<file path="src/hw/rtl/ppiab_pkg.sv">
package ppiab_pkg;

	localparam int MAX_VERTICES = 64;
	localparam int COORD_BITS   = 16;

	localparam int CNT_W   = $clog2(MAX_VERTICES + 1);
	localparam int IDX_W   = $clog2(MAX_VERTICES);
	localparam int FLY_W   = $clog2(3 * MAX_VERTICES + 1);
	localparam int DIFF_W  = COORD_BITS + 1;
	localparam int EPROD_W = 2 * DIFF_W;
	localparam int PROD_W  = 2 * COORD_BITS;
	localparam int AREA_W  = 40;
	localparam int SUM_W   = AREA_W + 1;
	localparam int WIDE_W  = (PROD_W + 2 > SUM_W + 1) ? PROD_W + 2 : SUM_W + 1;

	localparam logic OP_APPEND = 1'b0;
	localparam logic OP_QUERY  = 1'b1;

	typedef logic signed [COORD_BITS-1:0] coord_t;

	typedef struct packed {
		logic   operation;
		logic   restart;
		coord_t coord_x;
		coord_t coord_y;
	} in_t;

	typedef struct packed {
		logic              inside_res;
		logic [AREA_W-1:0] twice_area;
		coord_t            box_min_x;
		coord_t            box_max_x;
		coord_t            box_min_y;
		coord_t            box_max_y;
		logic [CNT_W-1:0]  stored_count;
		logic              dropped;
	} out_t;

	typedef struct packed {
		logic   valid;
		coord_t px;
		coord_t py;
		logic   odd;
	} tok_t;

	typedef struct packed {
		logic   restart;
		logic   add_open;
		coord_t ox;
		coord_t oy;
		coord_t lx;
		coord_t ly;
		coord_t fx;
		coord_t fy;
	} area_req_t;

endpackage

</file>
<file path="src/hw/rtl/ppiab_area.sv">
module ppiab_area import ppiab_pkg::*; (
	input  logic              clk,
	input  logic              arst_n,
	input  logic              start,
	input  area_req_t         req,
	input  logic              take,
	output logic              busy,
	output logic              done,
	output logic [AREA_W-1:0] area
);

	typedef logic signed [PROD_W-1:0] prod_t;
	typedef logic signed [SUM_W-1:0]  sum_t;
	typedef logic signed [WIDE_W-1:0] wide_t;

	localparam wide_t SUM_HI = {{(WIDE_W - SUM_W + 1){1'b0}}, {(SUM_W - 1){1'b1}}};
	localparam wide_t SUM_LO = {{(WIDE_W - SUM_W + 1){1'b1}}, {(SUM_W - 1){1'b0}}};

	function automatic sum_t sat_sum(input wide_t v);
		sum_t r;
		if (v > SUM_HI)
			r = SUM_HI[SUM_W-1:0];
		else if (v < SUM_LO)
			r = SUM_LO[SUM_W-1:0];
		else
			r = v[SUM_W-1:0];
		return r;
	endfunction

	logic  v_s1, v_s2, v_s3, v_s4;
	logic  add_s1, add_s2;
	prod_t pa_s1, pb_s1, pc_s1, pd_s1;
	sum_t  co_s2, cc_s2, cc_s3, total_s4;
	sum_t  sum_q;
	logic [SUM_W-1:0] mag;

	always_ff @(posedge clk or negedge arst_n) begin
		if (!arst_n) begin
			v_s1  <= 1'b0;
			v_s2  <= 1'b0;
			v_s3  <= 1'b0;
			v_s4  <= 1'b0;
			sum_q <= '0;
		end else begin
			v_s1 <= start;
			v_s2 <= v_s1;
			v_s3 <= v_s2;
			if (v_s3)
				v_s4 <= 1'b1;
			else if (take)
				v_s4 <= 1'b0;
			if (start && req.restart)
				sum_q <= '0;
			else if (v_s2 && add_s2)
				sum_q <= sat_sum(WIDE_W'(sum_q) + WIDE_W'(co_s2));
		end
	end

	always_ff @(posedge clk) begin
		if (start) begin
			add_s1 <= req.add_open;
			pa_s1  <= req.ox * req.ly;
			pb_s1  <= req.oy * req.lx;
			pc_s1  <= req.lx * req.fy;
			pd_s1  <= req.ly * req.fx;
		end
		add_s2   <= add_s1;
		co_s2    <= sat_sum(WIDE_W'(pa_s1) - WIDE_W'(pb_s1));
		cc_s2    <= sat_sum(WIDE_W'(pc_s1) - WIDE_W'(pd_s1));
		cc_s3    <= cc_s2;
		if (v_s3)
			total_s4 <= sat_sum(WIDE_W'(sum_q) + WIDE_W'(cc_s3));
	end

	always_comb begin
		mag = total_s4[SUM_W-1] ? SUM_W'(-total_s4) : SUM_W'(total_s4);
		if (mag > {1'b0, {AREA_W{1'b1}}})
			area = {AREA_W{1'b1}};
		else
			area = mag[AREA_W-1:0];
	end

	assign busy = v_s1 || v_s2 || v_s3 || v_s4;
	assign done = v_s4;

endmodule

</file>
<file path="config.mk">
export PLATFORM = sky130hd
export DESIGN_NAME = ppiab_area
export DESIGN_NICKNAME = d
export VERILOG_FILES = /design/src/hw/rtl/ppiab_pkg.sv /design/src/hw/rtl/ppiab_area.sv
export SDC_FILE = /design/constraint.sdc
export NUM_CORES = 2
export LEC_CHECK = 0
export ABC_AREA = 1
export ABC_CLOCK_PERIOD_IN_PS = 6290
export BUFFER_PORTS_ARGS = -buffer_cell sky130_fd_sc_hd__buf_4
export CAP_MARGIN = 20
export CORE_MARGIN = 2
export CORE_UTILIZATION = 37
export CTS_BUF_LIST = sky130_fd_sc_hd__clkbuf_16
export CTS_CLUSTER_DIAMETER = 30
export DETAILED_ROUTE_END_ITERATION = 8
export GPL_TIMING_DRIVEN = 0
export PLACE_DENSITY = 0.56
export RECOVER_POWER = 25
export SYNTH_ARGS = -nofsm -noshare
export SYNTH_HDL_FRONTEND = slang
export SYNTH_SLANG_ARGS = --single-unit
</file>
<file path="constraint.sdc">
create_clock -name clk -period 6.29 [get_ports clk]
set_input_delay 0.3145 -clock clk [delete_from_list [all_inputs] [get_ports clk]]
set_output_delay 0.3145 -clock clk [all_outputs]
set_load 0.02 [all_outputs]
</file>
* Word level (Yosys, flattened, before mapping)
Index checks and enable logic that the tools add are counted.
** Storage, ports and cells
- Register bits :: 339
- Output and inout bits :: 42
- Word-level logic and storage cells :: 51
** Cells by class
- $add $sub $neg :: 5
- $mul :: 4
- Order comparisons :: 9
- Multiplexer cells :: 11
- Reductions and logical operators :: 7
** Operator list (number)
- $mux 41 :: 8
- $mul 16x16->32 :: 4
- $add 41x41->42 :: 2
- $gt 42x41->1 const B :: 2
- $lt 42x41->1 const B :: 2
- $gt 33x41->1 const B :: 2
- $lt 33x41->1 const B :: 2
- $sub 32x32->33 :: 2
- $gt 41x40->1 const B :: 1
- $neg 41->41 :: 1
- $mux 40 :: 1
- $reduce_bool 2->1 :: 2
- $logic_or 1x1->1 :: 3
- $logic_and 1x1->1 :: 2
- $mux 1 :: 2

* Logic depth before layout (Yosys ltp)
- Depth in word-level cells :: 6
- Depth in mapped cells :: 28
- Gate-level depth less buffers :: 26

* Worst setup path after synthesis
Ideal clock, no wire load.
- Path type :: in2reg
- Start point :: input req[63] in the netlist's numbering
- End point :: register pc_s1[31] (data pin)
- Arrival time :: 5.498 ns
- Data required time :: 6.025 ns
- Path slack :: 0.528 ns
- Stages on the path :: 21
- Buffers on the path :: 2
- Cell sequence :: clkbuf_1 > clkbuf_1 > nand2_1 > inv_1 > fa_1 > fa_1 > fa_1 > fa_1 > fa_1 > inv_1 > fa_1 > inv_1 > ha_1 > nand2_1 > nor2_1 > inv_1 > nor2_1 > nor2_1 > or2_2 > o211ai_1 > xor2_1
** On the way
- Longest elaborated chain between the ends :: 1
** Ends and longest elaborated chain
- start: declaration :: RTL line ppiab_area.sv:5 : input area_req_t req,
- $mul 16x16->32 :: RTL line ppiab_area.sv:64 : pc_s1 <= req.lx * req.fy;
- end signal: assignment :: RTL line ppiab_area.sv:64
- end: declaration :: RTL line ppiab_area.sv:32 : prod_t pa_s1, pb_s1, pc_s1, pd_s1;
No other way between the ends.
A chain may end at the register's enable or synchronous reset.

* Worst setup path after layout
- Start point :: input req[61] in the netlist's numbering
- End point :: register pb_s1[30] (data pin)
** On the way
- Longest elaborated chain between the ends :: 1
** Ends and longest elaborated chain
- $mul 16x16->32 :: RTL line ppiab_area.sv:63 : pb_s1 <= req.oy * req.lx;
- end signal: assignment :: RTL line ppiab_area.sv:63
- end: declaration :: RTL line ppiab_area.sv:32
No other way between the ends.

==> impl_metrics.py <==
metrics = {
    "critical_path": {
        "worstReg2RegEnd": "total_s4[2]",
        "end_kind": "register",
        "worst_r2r_path_depth": 11,
        "required_ns": 6.60,
        "regToRegSetupSlack_ns": 3.41,
        "r2r-start": "sum_q[0]",
        "crit_path_top_delay_cell": "clkdlybuf4s15_1",
        "cp_common_cell": "fa_1",
        "cp_data_arrival_time_ns": 6.53,
        "max_stage_delay_ns": 0.77,
        "critPathLaunchType": "input pin",
        "crit_chain": "buf_4, clkdlybuf4s15_1, nand2_1, fa_1, fa_1, inv_1, fa_1, fa_1, fa_1, inv_1, fa_1, inv_1, ha_1, nand2_1, inv_1, nand3_1, nor3_1, nand2_1, o21ai_0, xor2_2",
        "critPathKind": "in -> reg",
        "crit_fanout": 10,
    },
    "grt": {
        "grt_pass1_wl_um": 291000,
        "grt_pass1_vias": 50485,
        "grt_antenna_before_repair": 9,
        "grtUsageTotal_pct": 22.3,
        "grt-ovfl-total": 0,
        "grt_max_degree": 104,
    },
    "logic_synthesis": {
        "synth_nets": 9443,
        "ys.flop_type": "edfxtp_1",
        "async_reset_ff_share_pct": 14.2,
        "yosysSeqAreaShare_pct": 13.5,
        "synthTopCellsByCount": "2,051 x inv_1, 1,984 x nand2_1, 1,052 x fa_1",
        "syn_area_um2": 61200,
        "yosysWarningCount": 0,
        "synthDistinctLibCells": 49,
        "syn_area_per_cell_um2": 7.84,
        "synth-edff-count": 170,
        "yosysMostFrequentCell": "inv_1",
        "yosys.area.top_type_share_pct": 34.4,
        "ys_seq_elements": 318,
        "synth_top_cell_by_area": "fa_1",
        "syn_inst": 7814,
        "synth_area_leaders": "fa_1 34%, inv_1 13%, nand2_1 12%",
    },
    "floorplan": {
        "die_x_um": 411,
        "start_util_pct": 37.2,
        "fp-row-count": 149,
        "coreArea_um2": 165000,
        "die_area_um2": 169000,
        "die_y_um": 411,
        "ios": 144,
    },
    "clocking": {
        "worstSkewPairLatency_ns": 0.58,
        "htreeDepth": 3,
        "tritoncts": "done",
        "cts_setup_buffers": 0,
        "cts-buffers-inserted": 75,
        "clk_pin_slew_ns": 0.05,
        "cts_max_path_buffers": 3,
        "cts_root_buffer": "clkbuf_16",
        "clock_sinks": 318,
    },
    "sta": {
        "setup_tns_ns": 0,
        "post-route-period-util_pct": 98.9,
        "slew_headroom_pct": -66.4,
        "slew_violations": 118,
        "period_minus_slack_ns": 6.22,
        "setup_viol": 0,
        "tightest_slew_ns": 2.50,
        "fmax_mhz": 161,
        "whs_ns": 0.226,
        "skew_ns": 0.0212,
        "hold_viol": 0,
        "rsz0062_at_grt": "true",
    },
    "cells_and_area": {
        "multi_input_area_um2": 44300,
        "diodes": 0,
        "fin_cells": 10226,
        "final_area_um2": 67400,
        "register_area_um2": 8290,
        "fill_cells": 17039,
        "finalNetCount": 9607,
        "drive_above_1_share_pct": 5.30,
        "area_growth_pct": 9.99,
    },
    "worst_hold_path": {
        "hold_path_startpoint": "req[64]",
        "min_to": "pb_s1[0]",
        "whs_path_depth": 3,
        "hold_class": "in -> reg",
    },
    "routing": {
        "ant_nets": 0,
        "vias_per_cell": 4.85,
        "route.detailed.drc": 0,
        "dr.pass1.iters": 6,
        "routed_wl_um": 188000,
        "wl_per_cell_um": 18.4,
        "vias": 49595,
        "drt_iter0_drc": 3632,
    },
    "place": {
        "gp_congestion": 0.948,
        "hpwl_um": 163000,
        "placed_area_um2": 64700,
        "post-place-cells": 10093,
        "port_buffers": 88,
    },
    "flow_run": {
        "cap_viol_max_count": 3,
    },
    "status": {
        "status": "complete, but fails checks",
        "violations": "capacitance limit, slew limit",
    },
}
-- metal layers --
metal	track usage, %	wire, um
met5	0	61
met4	6.22	5320
met3	2.75	11900
met2	36.3	87600
met1	31.3	83500
-- final cells by class --
type | instances | share of cell area [%]
clock buffers | 76 | 2.82
repair buffers | 94 | 1.07
flip-flops and latches | 318 | 12.3
inverters | 2057 | 11.5
multi-input cells | 5193 | 65.7
plain buffers | 239 | 1.63
clock inverters | 60 | 0.918
well taps | 2189 | 4.07
-- registers in the layout, summed over array words and instances (netlist names), 32 cells and up --
name and flops:
pc_s1 32, pd_s1 32, sum_q 41, total_s4 41
co_s2 34, pa_s1 32, cc_s2 34, cc_s3 34
pb_s1 32
-- metrics by stage --
step           utilization (%)  setup slack, ns
2_1_floorplan                -            0.528
3_3_place_gp              39.3           -0.990
3_5_place_dp              39.3            -1.01
4_1_cts                   40.9          0.00444
5_1_grt                   40.9          -0.0884
6_report                  40.9           0.0661
-- cells in the final DEF, fill, tap and decap left out, drive strengths merged, types with 2 or more instances in the layout --
cell type / Yosys / layout
o21bai: 48 / 48
buf: 19 / 103
clkinv: 1 / 24
clkbuf: 227 / 301
nor4: 21 / 21
a21oi: 272 / 272
dfrtp: 45 / 45
a211oi: 6 / 6
bufinv: 0 / 9
o21ai: 155 / 155
o211ai: 6 / 6
nand3b: 12 / 12
nor3: 46 / 46
o211a: 3 / 3
or2: 29 / 29
fa: 1052 / 1052
ha: 475 / 475
nor2: 388 / 388
nand4: 54 / 54
a31o: 2 / 2
nand3: 275 / 275
xor2: 171 / 171
a221oi: 4 / 4
xnor2: 86 / 86
a21o: 37 / 37
dlygate4sd3: 0 / 4
nand2: 1993 / 1993
o21a: 10 / 10
a31oi: 26 / 26
clkinvlp: 0 / 8
dfxtp: 103 / 103
inv: 2056 / 2076
a21boi: 17 / 17
edfxtp: 170 / 170
-- what timing repair did --
item                                    CTS  global route
pin swaps                                 0             1
endpoints found under the hold margin    48             0
endpoints found under the setup margin   18            32
resized for setup                        19           163
hold buffers                              4             0
-- worst max-delay path, delay by kind of cell --
family / cells / cell delay [ns]
simple gates: 5 / 0.86
compound gates: 1 / 0.33
fa+ha+maj: 7 / 3.36
buf+inv: 6 / 1.20
xor+xnor: 1 / 0.44
-- how the worst max path moves through the flow --
stage	from	endpoint	slack (ns)	depth (start not counted)
floorplan	req[63]	pc_s1[31]	0.53	21
global placement	req[71]	pb_s1[25]	-0.99	23
detailed placement	req[71]	pb_s1[25]	-1.01	23
CTS	req[21]	pd_s1[27]	0.004	20
global route	req[9]	pc_s1[27]	-0.09	25
finish	req[61]	pb_s1[30]	0.07	20
-- cells by family (layout without fill, tap and decap cells) --
family / count (synthesis) / after routing / synth area share (%)
XOR/XNOR: 257 / 257 / 3.68
AO/OA/AOI/OAI: 591 / 591 / 5.50
flip-flops: 318 / 318 / 13.5
adder cells (fa/ha/maj): 1527 / 1527 / 44.1
AND/OR/NAND/NOR: 2818 / 2818 / 18.9
buffers and inverters: 2303 / 2526 / 14.2
Power is not shown: default switching activity piles up to over one toggle a cycle in this logic, so the estimate is an artifact.
