### src/hw/rtl/ppiab_pkg.sv
package ppiab_pkg;

	localparam int MAX_VERTICES = 64;
	localparam int COORD_BITS   = 16;

	localparam int CNT_W   = $clog2(MAX_VERTICES + 1);
	localparam int IDX_W   = $clog2(MAX_VERTICES);
	localparam int FLY_W   = $clog2(3 * MAX_VERTICES + 1);
	localparam int DIFF_W  = COORD_BITS + 1;
	localparam int EPROD_W = 2 * DIFF_W;
	localparam int PROD_W  = 2 * COORD_BITS;
	localparam int AREA_W  = 40;
	localparam int SUM_W   = AREA_W + 1;
	localparam int WIDE_W  = (PROD_W + 2 > SUM_W + 1) ? PROD_W + 2 : SUM_W + 1;

	localparam logic OP_APPEND = 1'b0;
	localparam logic OP_QUERY  = 1'b1;

	typedef logic signed [COORD_BITS-1:0] coord_t;

	typedef struct packed {
		logic   operation;
		logic   restart;
		coord_t coord_x;
		coord_t coord_y;
	} in_t;

	typedef struct packed {
		logic              inside_res;
		logic [AREA_W-1:0] twice_area;
		coord_t            box_min_x;
		coord_t            box_max_x;
		coord_t            box_min_y;
		coord_t            box_max_y;
		logic [CNT_W-1:0]  stored_count;
		logic              dropped;
	} out_t;

	typedef struct packed {
		logic   valid;
		coord_t px;
		coord_t py;
		logic   odd;
	} tok_t;

	typedef struct packed {
		logic   restart;
		logic   add_open;
		coord_t ox;
		coord_t oy;
		coord_t lx;
		coord_t ly;
		coord_t fx;
		coord_t fy;
	} area_req_t;

endpackage

### src/hw/rtl/ppiab_cell.sv
module ppiab_cell import ppiab_pkg::*; (
	input  logic   clk,
	input  logic   arst_n,
	input  logic   en,
	input  logic   active,
	input  logic   wr_en,
	input  coord_t wr_x,
	input  coord_t wr_y,
	input  coord_t nxt_x,
	input  coord_t nxt_y,
	input  tok_t   tok_in,
	output tok_t   tok_out,
	output coord_t vx,
	output coord_t vy
);

	typedef logic signed [DIFF_W-1:0]  diff_t;
	typedef logic signed [EPROD_W-1:0] eprod_t;

	coord_t vx_q, vy_q;
	coord_t x0, y0, x1, y1;
	logic   span;
	diff_t  da, db, dc, dd;

	tok_t   tok_s1, tok_s2, tok_s3;
	logic   span_s1, span_s2;
	diff_t  da_s1, db_s1, dc_s1, dd_s1;
	eprod_t pl_s2, pr_s2;

	always_ff @(posedge clk) begin
		if (wr_en) begin
			vx_q <= wr_x;
			vy_q <= wr_y;
		end
	end

	always_comb begin
		if (vx_q < nxt_x) begin
			x0 = vx_q;
			y0 = vy_q;
			x1 = nxt_x;
			y1 = nxt_y;
		end else begin
			x0 = nxt_x;
			y0 = nxt_y;
			x1 = vx_q;
			y1 = vy_q;
		end
		span = active && (x0 <= tok_in.px) && (tok_in.px < x1);
		da   = DIFF_W'(tok_in.px) - DIFF_W'(x0);
		db   = DIFF_W'(y1) - DIFF_W'(y0);
		dc   = DIFF_W'(tok_in.py) - DIFF_W'(y0);
		dd   = DIFF_W'(x1) - DIFF_W'(x0);
	end

	always_ff @(posedge clk or negedge arst_n) begin
		if (!arst_n) begin
			tok_s1 <= '0;
			tok_s2 <= '0;
			tok_s3 <= '0;
		end else if (en) begin
			tok_s1 <= tok_in;
			tok_s2 <= tok_s1;
			tok_s3 <= '{valid: tok_s2.valid, px: tok_s2.px, py: tok_s2.py,
				odd: tok_s2.odd ^ (span_s2 && (pl_s2 > pr_s2))};
		end
	end

	always_ff @(posedge clk) begin
		if (en) begin
			span_s1 <= span;
			da_s1   <= da;
			db_s1   <= db;
			dc_s1   <= dc;
			dd_s1   <= dd;
			span_s2 <= span_s1;
			pl_s2   <= da_s1 * db_s1;
			pr_s2   <= dc_s1 * dd_s1;
		end
	end

	assign tok_out = tok_s3;
	assign vx      = vx_q;
	assign vy      = vy_q;

endmodule

### config.mk
export PLATFORM = sky130hd
export DESIGN_NAME = ppiab_cell
export DESIGN_NICKNAME = d
export VERILOG_FILES = /design/src/hw/rtl/ppiab_pkg.sv /design/src/hw/rtl/ppiab_cell.sv
export SDC_FILE = /design/constraint.sdc
export NUM_CORES = 2
export LEC_CHECK = 0
export BUFFER_PORTS_ARGS = -buffer_cell sky130_fd_sc_hd__buf_4
export CORE_UTILIZATION = 44
export CTS_BUF_LIST = sky130_fd_sc_hd__clkbuf_4 sky130_fd_sc_hd__clkbuf_8
export DETAILED_ROUTE_END_ITERATION = 10
export PLACE_DENSITY = 0.65
export SETUP_SLACK_MARGIN = 0.05
export SLEW_MARGIN = 15
export SYNTH_ARGS = -nofsm -noshare
export SYNTH_HDL_FRONTEND = slang
export SYNTH_SLANG_ARGS = --single-unit
export TNS_END_PERCENT = 1
### constraint.sdc
create_clock -name clk -period 15.4 [get_ports clk]
set_input_delay 1.54 -clock clk [delete_from_list [all_inputs] [get_ports clk]]
set_output_delay 1.54 -clock clk [all_outputs]
set_load 0.05 [all_outputs]
== Yosys cells after proc, flatten, opt, wreduce, memory -nomap -nowiden ==
Cells that the tools add are included.

* Word-level logic and storage cells: 40
* Output and inout bits: 66
* Input port bits: 103
* Register bits after elaboration: 272

* Muxes and demuxes: 4
* Reductions and logical operators: 3
* Multiply operators: 2
* Order comparisons: 4
* Bitwise logic cells: 1
* $add $sub $neg: 4

{| class="wikitable"
|+ Operators with widths
! operator !! number
|-
| $mul 17x17->34 || 2
|-
| $sub 16x16->17 || 4
|-
| $mux 16 || 4
|-
| $gt 34x34->1 || 1
|-
| $lt 16x16->1 || 2
|-
| $le 16x16->1 || 1
|-
| $logic_and 1x1->1 || 3
|-
| $xor 1x1->1 || 1
|}

== Depth between registers and ports, before layout ==
* Depth in word-level cells: 5
* Mapped depth: 31
* Mapped depth without buffers: 27

== Worst setup path after synthesis ==
OpenSTA, ideal clock, no wires.

* Path kind: input to register
* From: in nxt_x[15]
* To: reg span_s1, data pin
* Cell stages on the path: 29
* Path buffers: 5
* Setup time: 0.255 ns
* Required time: 15.145 ns
* Arrival: 6.941 ns
* Setup slack: 8.204 ns
* Cells stage by stage: inv_1 > ha_1 > nand4_2 > or2_1 > a211oi_2 > o31ai_1 > nand2_1 > buf_2 > buf_1 > clkbuf_1 > buf_1 > clkbuf_1 > nor2_1 > a21oi_1 > ha_1 > nor2b_1 > o21ai_0 > a21boi_0 > o21ai_0 > a21boi_0 > o21ai_0 > a21boi_0 > o21ai_0 > a2111oi_0 > o21ai_0 > a21boi_0 > o31ai_1 > a31oi_1 > and3_1

* Cells in the longest elaborated chain, start to end: 5
* Elaborated cells between the ends (all ways): 7
* Classes of those cells: 3 x order compare; 2 x mux; 2 x reduce/logical

{| class="wikitable"
|+ Ends and longest elaborated chain
! what !! line !! text
|-
| from (decl) || ppiab_cell.sv:9 || <nowiki>input coord_t nxt_x,</nowiki>
|-
| $lt 16x16->1 || ppiab_cell.sv:38 || <nowiki>if (vx_q < nxt_x) begin</nowiki>
|-
| $mux 16 || ppiab_cell.sv:38 ||
|-
| $le 16x16->1 || ppiab_cell.sv:49 || <nowiki>span = active && (x0 <= tok_in.px) && (tok_in.px < x1);</nowiki>
|-
| $logic_and 1x1->1 || ppiab_cell.sv:49 ||
|-
| $logic_and 1x1->1 (*) || ppiab_cell.sv:49 ||
|-
| net span || ppiab_cell.sv:22 || <nowiki>logic span;</nowiki>
|-
| to (signal assigned) || ppiab_cell.sv:71 || <nowiki>span_s1 <= span;</nowiki>
|-
| to (decl) || ppiab_cell.sv:26 || <nowiki>logic span_s1, span_s2;</nowiki>
|}

The timed path passes the listed nets; every way through them passes the cells marked *.
A chain may end at the register's enable or synchronous reset.

== Final worst setup path ==
* From: reg da_s1[12]
* To: reg pl_s2[33], data pin

* Cells in the longest elaborated chain, start to end: 1

{| class="wikitable"
|+ Ends and longest elaborated chain
! what !! line !! text
|-
| from (decl) || ppiab_cell.sv:27 || <nowiki>diff_t da_s1, db_s1, dc_s1, dd_s1;</nowiki>
|-
| from (signal assigned) || ppiab_cell.sv:72 || <nowiki>da_s1 <= da;</nowiki>
|-
| $mul 17x17->34 || ppiab_cell.sv:77 || <nowiki>pl_s2 <= da_s1 * db_s1;</nowiki>
|-
| to (signal assigned) || ppiab_cell.sv:77 ||
|-
| to (decl) || ppiab_cell.sv:28 || <nowiki>eprod_t pl_s2, pr_s2;</nowiki>
|}

No other way between the ends.

==> metrics.md <==
| Metric | Value |
|---|---|
| Status | `finished, final reports clean` |
| Max Transition Viols Final | `0` |
| Worst slew margin | `0.320` |
| Startpoint types | `register` |
| Wire per inst | `18.5 um` |
| Max Cap Viol | `0` |
| Initial Util | `0.444` |
| Die Height | `about 290 um` |
| YS warnings | `0` |
| Largest net degree at the start of global routing | `a little over 80` |
| Post-synthesis register bit count | `272` |
| Num CTS Buffers | `~50` |
| Initial DRC Count | `1,338` |
| Main flop type after synthesis | `edfxtp_1` |
| Final period utilization | `0.492` |
| Asr flop ratio synth | `0.375` |
| TritonCTS clock tree | `built` |
| Kind of cell adding the most delay to the critical path | `adder cells` |
| CTS max path bufs | `3` |
| Mapped Area | `between 0.03 and 0.04 mm^2` |
| First-pass GRT wire length | `around 140,000 um` |
| Drt first pass iters | `7` |
| Mean Syn Cell Area | `10.0 um^2` |
| Critical path's most frequent cell | `fa_1` |
| Dominant cell by count in the synthesized netlist | `inv_1` |
| Total core area | `roughly 0.08 mm^2` |
| Clock sink count | `between 200 and 300` |
| DR DRC count | `0` |
| Synth area leaders | `fa_1 (33%), edfxtp_1 (14%), ha_1 (9.4%)` |
| Final Non-Filler Cells | `4,798` |
| Share of the synthesized area in the top cell type | `0.332` |
| Share of cells above drive strength 1 | `0.107` |
| Required time worst endpoint | `15.80 ns` |
| # resized after CTS | `0` |
| Total track usage | `0.225` |
| Grt total ovfl | `0` |
| Die W | `around 290 um` |
| Post-Place Cells | `4,705` |
| Synth cell types | `75` |
| Levels on crit path | `25` |
| Ports | `169` |
| H-tree Lvls | `2` |
| Vias in the first global route | `26,058` |
| Final HPWL DP | `71,800 um` |
| Root buf cell | `clkbuf_8` |
| P&R area growth vs syn | `9.64%` |
| Commonest cells in the netlist | `inv_1 (760), fa_1 (594), nand2_1 (334)` |
| Port Buffers | `168` |
| Row count | `104` |
| Total die area | `a little over 0.08 mm^2` |
| Buffers & Inverters on Critical Path | `3` |
| Avg Vias per Cell | `between 5 and 6` |
| Initial antenna violation count | `5` |
| F_max | `132 MHz` |
| Hold depth | `1` |
| Final WL | `88,800 um` |
| Post-CTS Setup Inserts | `0` |
| EDFF count, synth | `170` |
| Largest area contributor in the netlist | `fa_1` |
| Slew @ Worst Pin | `1.02 ns` |
| Syn Nets | `between 4,000 and 5,000` |
| Clk Latency, worst-skew pair | `0.65 ns` |
| Setup CP Type | `reg2reg` |
| RSZ-0062 raised after global routing | `no` |
| Cells on worst reg2reg path | `25` |
| Post-route worst setup slack | `between 7 and 8 ns` |
| Clk_skew | `0.0555 ns` |
| Setup violators final | `0` |
| Crit-path slowest cell | `edfxtp_1` |
| Cts hold-fix bufs | `0` |
| Sequential share of the synthesized area | `0.214` |
| Setup TNS Final | `0 ns` |
| FF-to-FF setup slack | `7.82 ns` |
| Setup WS pre-CTS | `7.84 ns` |
| Cells after Synth | `around 3,600` |
| Clock transition at the registers of the reported paths | `approximately 0.070 ns` |
| Gpl congestion | `0.927` |
| Vias | `around 25,000` |
| WP data arrival | `7.98 ns` |
| CP Max Fanout | `17` |
| Hold Crit Class | `reg2reg` |
| Fin. Hold Viols | `0` |
| # nets final | `4,663` |
| Critical Path End Type | `register` |
| Tmin final | `about 7.6 ns` |
| DRT antenna net count | `0` |
| Worst stage delay on the critical path | `0.78 ns` |
cell families after synthesis:
family,synth area share
simple gates,0.132
fa+ha+maj,0.430
buf+inv,0.0908
compound gates,0.0662
flops,0.214
xor+xnor,0.0296
mux,0.0368
placed cells by master, fill, tap and decap left out, types with 7 or more instances in the layout:
| master | netlist | final |
|---|---|---|
| inv_1 | 760 | 760 |
| fa_1 | 594 | 594 |
| nand2_1 | 334 | 333 |
| and2_1 | 293 | 293 |
| ha_1 | 270 | 270 |
| buf_4 | 0 | 183 |
| edfxtp_1 | 170 | 170 |
| nor2_1 | 140 | 140 |
| a21oi_1 | 114 | 114 |
| dfrtp_1 | 102 | 102 |
| mux2_2 | 101 | 101 |
| xnor2_1 | 97 | 97 |
| o21ai_0 | 67 | 67 |
| clkbuf_8 | 0 | 55 |
| a21o_1 | 42 | 42 |
| nand2b_1 | 39 | 39 |
| nor2b_1 | 29 | 29 |
| nand4_1 | 25 | 25 |
| nor3_1 | 25 | 25 |
| xor2_1 | 24 | 24 |
| nand3_1 | 21 | 21 |
| o21a_1 | 18 | 18 |
| mux2i_1 | 18 | 18 |
| a21boi_0 | 17 | 17 |
| a211oi_1 | 16 | 16 |
| clkbuf_4 | 0 | 14 |
| o21bai_1 | 13 | 13 |
| maj3_1 | 13 | 13 |
| and3_1 | 10 | 10 |
| or3_1 | 8 | 8 |
| o22ai_1 | 8 | 8 |
| a31oi_1 | 7 | 7 |
| clkinv_2 | 0 | 7 |
registers in the layout, summed over array words and instances (netlist names):
| name | flops |
|---|---|
| tok_out | 34 |
| span_s1 | 1 |
| dd_s1 | 17 |
| vx | 16 |
| da_s1 | 17 |
| tok_s2 | 34 |
| tok_s1 | 34 |
| span_s2 | 1 |
| pr_s2 | 34 |
| pl_s2 | 34 |
| db_s1 | 17 |
| vy | 16 |
| dc_s1 | 17 |
metal layers:
| layer | wire (um) | GRT usage | vias to the layer above | part of all wire |
|---|---|---|---|---|
| met5 | 21 | 0 | - | 0.00024 |
| met4 | 2980 | 0.0706 | 4 | 0.034 |
| met3 | 4650 | 0.0357 | 131 | 0.052 |
| met2 | 43000 | 0.381 | 589 | 0.48 |
| met1 | 38200 | 0.296 | 12447 | 0.43 |
| li1 | - | - | 11391 | - |
worst paths after layout:
check	start	to
min reg2reg	tok_s1[6]	tok_s2[6]
max in group asynchronous	arst_n	tok_out[24]
min	tok_s1[6]	tok_s2[6]
min in group asynchronous	arst_n	tok_out[16]
max reg2reg	da_s1[12]	pl_s2[33]
max	da_s1[12]	pl_s2[33]
worst reg2reg max path, stage by stage, from the launching register on:
cell and delay, ns:
edfxtp_1 0.78, nand2_1 0.19, fa_1 0.55, fa_1 0.51, fa_1 0.51, inv_1 0.05
fa_1 0.49, fa_1 0.50, inv_1 0.05, fa_1 0.47, inv_1 0.04, ha_1 0.36
a21o_1 0.20, a21oi_1 0.19, o21bai_1 0.13, a21o_1 0.20, a21o_1 0.19, a211oi_1 0.26
o21bai_1 0.10, a22o_1 0.28, o221a_2 0.28, o41ai_1 0.41, o21ba_2 0.21, o21ai_0 0.09
a21oi_1 0.19, xnor2_1 0.09
stage by stage:
| step | hold WS (ns) | utilization | cell area (um^2) |
|---|---|---|---|
| after floorplan | 0.400 | - | 35800 |
| after global placement | 0.486 | 0.473 | 38100 |
| after detailed placement | 0.488 | 0.473 | 38100 |
| after CTS | 0.504 | 0.487 | 39200 |
| after global routing | 0.510 | 0.487 | 39200 |
| final | 0.499 | 0.487 | 39200 |
final cells by class:
cell class              count  area [um^2]
multi-input cells        2429        24900
diodes                      1         2.50
clock inverters            23          265
well taps                1060         1330
clock buffers              69          862
repair buffers            184         1390
fillers                  7521        41300
flip-flops and latches    272         7660
inverters                 760         2850
Power is not shown: default switching activity piles up to over one toggle a cycle in this logic, so the estimate is an artifact.
